## src/sv/pplt_pkg.sv

```systemverilog
`default_nettype none

package pplt_pkg;

    localparam int SAMPLE_W = 10;
    localparam int CFG_IDX_W = 2;
    localparam int CFG_DATA_W = 10;
    localparam int FACTOR_W = 6;
    localparam int DECAY_SHIFT = 6;

    localparam logic [FACTOR_W-1:0] LR_DECAY = 6'd63;
    localparam logic [FACTOR_W-1:0] BUMPER_DECAY = 6'd61;

    localparam logic [SAMPLE_W-1:0] BAR_LEVEL_LOW = 10'd20;
    localparam logic [SAMPLE_W-1:0] LR_BAR_LEVEL_1 = 10'd100;
    localparam logic [SAMPLE_W-1:0] LR_BAR_LEVEL_2 = 10'd200;
    localparam logic [SAMPLE_W-1:0] LR_BAR_LEVEL_3 = 10'd250;
    localparam logic [SAMPLE_W-1:0] BUMPER_BAR_LEVEL_1 = 10'd50;
    localparam logic [SAMPLE_W-1:0] BUMPER_BAR_LEVEL_2 = 10'd155;

    // 200 mV and 1000 mV on a 5 V, 10-bit converter scale
    localparam logic SOFT_GATE_ENABLE_RST = 1'b1;
    localparam logic [SAMPLE_W-1:0] LIFT_LIMIT_RST = 10'd250;
    localparam logic [SAMPLE_W-1:0] NEAR_LEVEL_RST = 10'd40;
    localparam logic [SAMPLE_W-1:0] FAR_LEVEL_RST = 10'd204;

    typedef enum logic [CFG_IDX_W-1:0] {
        CFG_LIFT_GATE_ENABLE = 2'd0,
        CFG_LIFT_LIMIT       = 2'd1,
        CFG_NEAR_LEVEL       = 2'd2,
        CFG_FAR_LEVEL        = 2'd3
    } cfg_index_t;

    typedef struct packed {
        logic [SAMPLE_W-1:0] left_sample;
        logic [SAMPLE_W-1:0] right_sample;
        logic [SAMPLE_W-1:0] bumper_sample;
        logic [SAMPLE_W-1:0] lift_position;
    } in_item_t;

    typedef struct packed {
        logic [3:0]          left_bar;
        logic [3:0]          right_bar;
        logic [2:0]          bumper_bar;
        logic                left_near;
        logic                left_far;
        logic                right_near;
        logic                right_far;
        logic [SAMPLE_W-1:0] left_peak_out;
        logic [SAMPLE_W-1:0] right_peak_out;
        logic [SAMPLE_W-1:0] bumper_peak_out;
    } out_item_t;

    // New peak: take the sample if above, else decay by factor/64
    function automatic logic [SAMPLE_W-1:0] track(
        input logic [SAMPLE_W-1:0] peak,
        input logic [SAMPLE_W-1:0] sample,
        input logic [FACTOR_W-1:0] factor
    );
        logic [SAMPLE_W+FACTOR_W-1:0] prod;
        prod = {{FACTOR_W{1'b0}}, peak} * {{SAMPLE_W{1'b0}}, factor};
        if (sample > peak) begin
            return sample;
        end
        return prod[SAMPLE_W+FACTOR_W-1:DECAY_SHIFT];
    endfunction

    function automatic logic [3:0] lr_bar(input logic [SAMPLE_W-1:0] p);
        return {p > LR_BAR_LEVEL_3, p > LR_BAR_LEVEL_2,
                p > LR_BAR_LEVEL_1, p > BAR_LEVEL_LOW};
    endfunction

    function automatic logic [2:0] bumper_bar(input logic [SAMPLE_W-1:0] p);
        return {p > BUMPER_BAR_LEVEL_2, p > BUMPER_BAR_LEVEL_1, p > BAR_LEVEL_LOW};
    endfunction

endpackage

`default_nettype wire

```

## src/sv/proximity_peak_level_tracker_top.sv

```systemverilog
// Proximity peak level tracker.
// Input channel (s_valid/s_ready/s_data): one sample set per transfer, holding
// left, right and bumper proximity readings and the lift position.
// Result channel (m_valid/m_ready/m_data): one result per input transfer, in
// order: level bars of the updated peaks, near/far flags on the gated left and
// right samples, and the three updated peaks.
// Config port (cfg_wr_en/cfg_index/cfg_wdata): write-only, one register per
// cycle, no wait; write it only while no sample set is in flight.
// Path: a set taken goes through the input register, then the result
// register, which drives m_data. Throughput: one set per cycle while the
// receiver takes results; the peak registers update in the same cycle the
// result register loads.
// Reset (aresetn low, synchronous): peaks clear to zero, registers go to their
// defaults (gating on, lift limit 250, near 40, far 204), both stages empty.
// Receiver stall: the result holds on m_data; the input register still takes
// one more set, then s_ready drops until the result is taken.
`default_nettype none

module proximity_peak_level_tracker_top (
    input  wire logic                                aclk,
    input  wire logic                                aresetn,
    input  wire logic                                s_valid,
    output logic                                     s_ready,
    input  wire pplt_pkg::in_item_t                  s_data,
    output logic                                     m_valid,
    input  wire logic                                m_ready,
    output pplt_pkg::out_item_t                      m_data,
    input  wire logic                                cfg_wr_en,
    input  wire logic [pplt_pkg::CFG_IDX_W-1:0]      cfg_index,
    input  wire logic [pplt_pkg::CFG_DATA_W-1:0]     cfg_wdata
);

    logic                            gate_en_reg;
    logic [pplt_pkg::SAMPLE_W-1:0]   lift_limit_reg;
    logic [pplt_pkg::SAMPLE_W-1:0]   near_level_reg;
    logic [pplt_pkg::SAMPLE_W-1:0]   far_level_reg;

    logic                            in_valid_reg;
    pplt_pkg::in_item_t              in_reg;
    logic                            out_valid_reg;
    pplt_pkg::out_item_t             out_reg;
    pplt_pkg::out_item_t             out_next;

    logic [pplt_pkg::SAMPLE_W-1:0]   left_peak_reg;
    logic [pplt_pkg::SAMPLE_W-1:0]   right_peak_reg;
    logic [pplt_pkg::SAMPLE_W-1:0]   bumper_peak_reg;
    logic [pplt_pkg::SAMPLE_W-1:0]   left_peak_next;
    logic [pplt_pkg::SAMPLE_W-1:0]   right_peak_next;
    logic [pplt_pkg::SAMPLE_W-1:0]   bumper_peak_next;

    logic [pplt_pkg::SAMPLE_W-1:0]   left_gated;
    logic [pplt_pkg::SAMPLE_W-1:0]   right_gated;
    logic                            blank;
    logic                            advance;

    assign advance = in_valid_reg && (!out_valid_reg || m_ready);
    assign s_ready = !in_valid_reg || advance;
    assign m_valid = out_valid_reg;
    assign m_data  = out_reg;

    always_ff @(posedge aclk) begin
        if (!aresetn) begin
            gate_en_reg    <= pplt_pkg::SOFT_GATE_ENABLE_RST;
            lift_limit_reg <= pplt_pkg::LIFT_LIMIT_RST;
            near_level_reg <= pplt_pkg::NEAR_LEVEL_RST;
            far_level_reg  <= pplt_pkg::FAR_LEVEL_RST;
        end else if (cfg_wr_en) begin
            case (pplt_pkg::cfg_index_t'(cfg_index))
                pplt_pkg::CFG_LIFT_GATE_ENABLE: begin
                    gate_en_reg <= cfg_wdata[0];
                end
                pplt_pkg::CFG_LIFT_LIMIT: begin
                    lift_limit_reg <= cfg_wdata[pplt_pkg::SAMPLE_W-1:0];
                end
                pplt_pkg::CFG_NEAR_LEVEL: begin
                    near_level_reg <= cfg_wdata[pplt_pkg::SAMPLE_W-1:0];
                end
                pplt_pkg::CFG_FAR_LEVEL: begin
                    far_level_reg <= cfg_wdata[pplt_pkg::SAMPLE_W-1:0];
                end
                default: begin
                end
            endcase
        end
    end

    always_comb begin
        blank       = gate_en_reg && (in_reg.lift_position < lift_limit_reg);
        left_gated  = blank ? '0 : in_reg.left_sample;
        right_gated = blank ? '0 : in_reg.right_sample;

        left_peak_next   = pplt_pkg::track(left_peak_reg, left_gated, pplt_pkg::LR_DECAY);
        right_peak_next  = pplt_pkg::track(right_peak_reg, right_gated, pplt_pkg::LR_DECAY);
        bumper_peak_next = pplt_pkg::track(bumper_peak_reg, in_reg.bumper_sample,
                                           pplt_pkg::BUMPER_DECAY);

        out_next.left_bar        = pplt_pkg::lr_bar(left_peak_next);
        out_next.right_bar       = pplt_pkg::lr_bar(right_peak_next);
        out_next.bumper_bar      = pplt_pkg::bumper_bar(bumper_peak_next);
        out_next.left_near       = left_gated > near_level_reg;
        out_next.left_far        = left_gated > far_level_reg;
        out_next.right_near      = right_gated > near_level_reg;
        out_next.right_far       = right_gated > far_level_reg;
        out_next.left_peak_out   = left_peak_next;
        out_next.right_peak_out  = right_peak_next;
        out_next.bumper_peak_out = bumper_peak_next;
    end

    always_ff @(posedge aclk) begin
        if (!aresetn) begin
            in_valid_reg    <= 1'b0;
            out_valid_reg   <= 1'b0;
            left_peak_reg   <= '0;
            right_peak_reg  <= '0;
            bumper_peak_reg <= '0;
        end else begin
            if (s_ready) begin
                in_valid_reg <= s_valid;
            end
            if (advance) begin
                out_valid_reg   <= 1'b1;
                left_peak_reg   <= left_peak_next;
                right_peak_reg  <= right_peak_next;
                bumper_peak_reg <= bumper_peak_next;
            end else if (m_ready) begin
                out_valid_reg <= 1'b0;
            end
        end
    end

    // Payload: load on transfer, no reset
    always_ff @(posedge aclk) begin
        if (s_valid && s_ready) begin
            in_reg <= s_data;
        end
        if (advance) begin
            out_reg <= out_next;
        end
    end

    // Peaks update only together with the result register
    a_peak_matches_result: assert property (@(posedge aclk) disable iff (!aresetn)
        out_valid_reg |-> (out_reg.left_peak_out == left_peak_reg
                           && out_reg.right_peak_out == right_peak_reg
                           && out_reg.bumper_peak_out == bumper_peak_reg))
        else $error("result peaks differ from peak state");

    a_bar_matches_peak: assert property (@(posedge aclk) disable iff (!aresetn)
        out_valid_reg |-> (out_reg.left_bar == pplt_pkg::lr_bar(left_peak_reg)
                           && out_reg.bumper_bar == pplt_pkg::bumper_bar(bumper_peak_reg)))
        else $error("level bar does not match peak");

    a_ready_low_only_when_full: assert property (@(posedge aclk) disable iff (!aresetn)
        !s_ready |-> (in_valid_reg && out_valid_reg && !m_ready))
        else $error("input stalled without a full pipeline");

    a_advance_fills_output: assert property (@(posedge aclk) disable iff (!aresetn)
        advance |=> out_valid_reg)
        else $error("result register empty after advance");

endmodule

`default_nettype wire
```

## config.mk

```make
export PLATFORM = sky130hd
export DESIGN_NAME = proximity_peak_level_tracker_top
export DESIGN_NICKNAME = d
export VERILOG_FILES = /design/src/sv/pplt_pkg.sv /design/src/sv/proximity_peak_level_tracker_top.sv
export SDC_FILE = /design/constraint.sdc
export NUM_CORES = 1
export LEC_CHECK = 0
export ABC_AREA = 1
export ABC_CLOCK_PERIOD_IN_PS = 8600
export BUFFER_PORTS_ARGS = -buffer_cell sky130_fd_sc_hd__buf_2
export CAP_MARGIN = 20
export CORE_MARGIN = 3
export CORE_UTILIZATION = 35
export CTS_BUF_LIST = sky130_fd_sc_hd__clkbuf_16
export DETAILED_ROUTE_END_ITERATION = 8
export PLACE_DENSITY_LB_ADDON = 0.2
export SYNTH_ARGS = -nofsm -noshare
export SYNTH_HDL_FRONTEND = slang
export SYNTH_SLANG_ARGS = --single-unit
```

## constraint.sdc

```tcl
create_clock -name aclk -period 8.6 [get_ports aclk]
set_input_delay 0.43 -clock aclk [delete_from_list [all_inputs] [get_ports aclk]]
set_output_delay 0.43 -clock aclk [all_outputs]
set_load 0.05 [all_outputs]
```

==> summary.txt <==
Status: completed
Power Total: 3.329 mW
Max-cap violation count: 0
Avg WL per Cell: 15.10 µm
Crit-path cells: inv_1, fa_1, inv_1, fa_1, inv_1, fa_1, inv_1, ha_1, a21oi_1, o21ai_0, a21oi_1, inv_1, nand2_1, inv_1, nor2_1, o21ai_0, or2_2, nand3_1, nand2_1, nor3_1, o211ai_1
Slew HR: 0.3892
Synthesized area per cell: 8.819 µm²
Pins Over Slew Limit: 0
Top cell type's share of synthesized area: 0.2204
Worst EP required: 8.78 ns
F_max: 217.0 MHz
Number of distinct library cells after synthesis: 45
Worst vdd ir: 0.0001358 V
Dpl hpwl: 22.77 mm
R2r worst-path depth: 21
Fillers: 3282
Setup TNS: 0 ns
Die width: 187.9 µm
Cts hold-fix bufs: 0
First-pass GRT wire length: 46.35 mm
Largest net degree at the start of global routing: 54
Initial antenna violation count: 0
Post-CTS Setup Bufs: 0
Hold Path Class: in2reg
Clk sinks: 148
Length of the first detailed-routing pass in iterations: 5
Detailed Route Iter0 Violations: 485
Inserted Diodes: 0
Post-Syn Area: 11580 µm²
Yosys top cell by area: edfxtp_1
Hold Path Stages: 1
Core box area: 32040 µm²
Syn-to-layout area delta: 13.79%
DR DRC count: 0
Die height: 187.9 µm
Syn Inst Count: 1313
Most frequent CP cell: inv_1
Routed Antenna Nets: 0
Critical Path Start Type: flop
Ranking of synthesized cells by area: edfxtp_1 (22%), ha_1 (16%), fa_1 (12%)
Worst Path Buf+Inv: 6
Sequential fraction of the synthesis area: 0.3293
Critical path class: reg2reg
Via count: 8744
PD cells: 252.6 nW/µm²
Layout Nets: 1694
Post-synth ARST share: 0
Buffers on Ports: 103
Path length in cells of the critical path: 21
Post-synth top cells: inv_1 (287), nand2_1 (189), ha_1 (149), a21oi_1 (109), edfxtp_1 (85)
Insertion delay to the later sink of the worst-skew pair: 0.45 ns
Vias in the first global route: 8895
Most numerous cell in the Yosys netlist: inv_1
Number of gates resized after CTS: 0
Delay-heaviest family, CP: adder cells
Number of enable flip-flop cells after synthesis: 85
CTS H-tree depth: 4
Total grt overflow: 0
Worst-path clk slew: 0.07 ns
# IOs: 104
Main synth FF type: edfxtp_1
CP Capture Type: flop
Critical path's largest stage delay: 0.54 ns
Clock buffer count from CTS: 17
Critical Path AT: 4.79 ns
Lkg Pwr: 6.736 nW
Least-Margin Pin Slew: 0.9162 ns
Tmin final: 4.608 ns
Number of cell rows: 65
Fin worst setup slack: 3.992 ns
#FFs+latches synth: 148
Worst Clk Skew: 0.01551 ns
Max reg flops: 45
RSZ-0062 raised after global routing: no
Routed vias/inst: 4.688
Root buf cell: clkbuf_16
Pre-CTS WS: 3.993 ns
Hold Vio Cnt, Final: 0
Slowest CP cell: fa_1
Yosys warnings: 0
Buffer levels on the longest clock path: 2
Mapped Nets: 1590
Die Area: 35300 µm²
CTS tree: built
Final Cycle Share: 0.5359
Global Route Usage Sum: 0.1657
Detailed Route WL: 28.15 mm
Initial Util: 0.3614
GP Congestion: 0.8625
CP max FO: 5
Layout cell share with drive strength beyond 1: 0.1343
Final setup viols: 0
-- placed cells by master (no fill, tap or decap), drive strengths merged, types with 7 or more instances in the layout --
cell	netlist	final
xnor2	7	7
fa	71	71
inv	293	303
a21oi	109	109
o211ai	11	11
xor2	18	18
nor3	11	11
nand2	208	208
clkbuf	14	19
o21ai	91	91
buf	7	106
o21bai	7	7
edfxtp	85	85
ha	149	149
nand3	54	54
nand4	17	17
dfxtp	63	63
nor2	61	61
-- path summary, 6_finish.rpt --
path / from / end / slack, ns
setup / recovery: bumper_peak_reg[1] / m_data[34] / 3.99
hold / removal: s_data[6] / in_reg[6] / 0.15
setup reg to reg: bumper_peak_reg[1] / m_data[34] / 3.99
hold reg to reg: lift_limit_reg[9] / lift_limit_reg[9] / 0.47
-- cells by family (layout without fill, tap and decap cells) --
logic type | Yosys count | after routing | share of synthesized area
compound gates | 238 | 238 | 0.1141
xor+xnor | 25 | 25 | 0.01891
fa+ha+maj | 220 | 220 | 0.2837
buf+inv | 316 | 433 | 0.1053
flops | 148 | 148 | 0.3293
simple gates | 366 | 366 | 0.1486
-- power by group --
group          switching, mW  internal [mW]  total, mW  leakage [nW]
registers             0.0404          0.850      0.891          1.32
logic                   1.09          0.552       1.64          5.10
clock network          0.346          0.448      0.794         0.311
total                   1.48           1.85       3.33          6.74
-- metal layers --
| metal | routed length [µm] | part of all wire | GRT usage |
|---|---|---|---|
| met5 | 0 | 0 | 0 |
| met4 | 313 | 0.011 | 0.03723 |
| met3 | 1106 | 0.039 | 0.03403 |
| met2 | 13100 | 0.47 | 0.2734 |
| met1 | 13630 | 0.48 | 0.2250 |
-- metrics by stage --
stage	util	instances	hold slack [ns]	cell area [µm²]
after global routing	0.4112	1865	0.1220	13180
after detailed placement	0.3916	1833	0.4587	12550
after CTS	0.4112	1865	0.1239	13180
after global placement	0.3916	1833	0.4573	12550
final	0.4112	1865	0.1466	13180
after floorplan	-	1313	0.4353	11580
-- layout make-up --
cell class,instances,area [µm²],share of cell area
repair buffers,106,538.0,0.04083
clock buffers,19,475.5,0.03608
inverters,295,1107,0.08404
well taps,435,544.3,0.04131
clock inverters,13,151.4,0.01149
flip-flops and latches,148,3814,0.2894
multi-input cells,849,6546,0.4968
-- worst reg2reg max path, cell delays in order, from the launching register on --
cell      delay (ns)
dfxtp_1         0.42
inv_1           0.12
fa_1            0.54
inv_1           0.06
fa_1            0.53
inv_1           0.06
fa_1            0.52
inv_1           0.04
ha_1            0.34
a21oi_1         0.15
o21ai_0         0.12
a21oi_1         0.17
inv_1           0.07
nand2_1         0.06
inv_1           0.05
nor2_1          0.14
o21ai_0         0.11
or2_2           0.28
nand3_1         0.06
nand2_1         0.11
nor3_1          0.24
o211ai_1        0.14
Power figures use the tool's default switching activity.
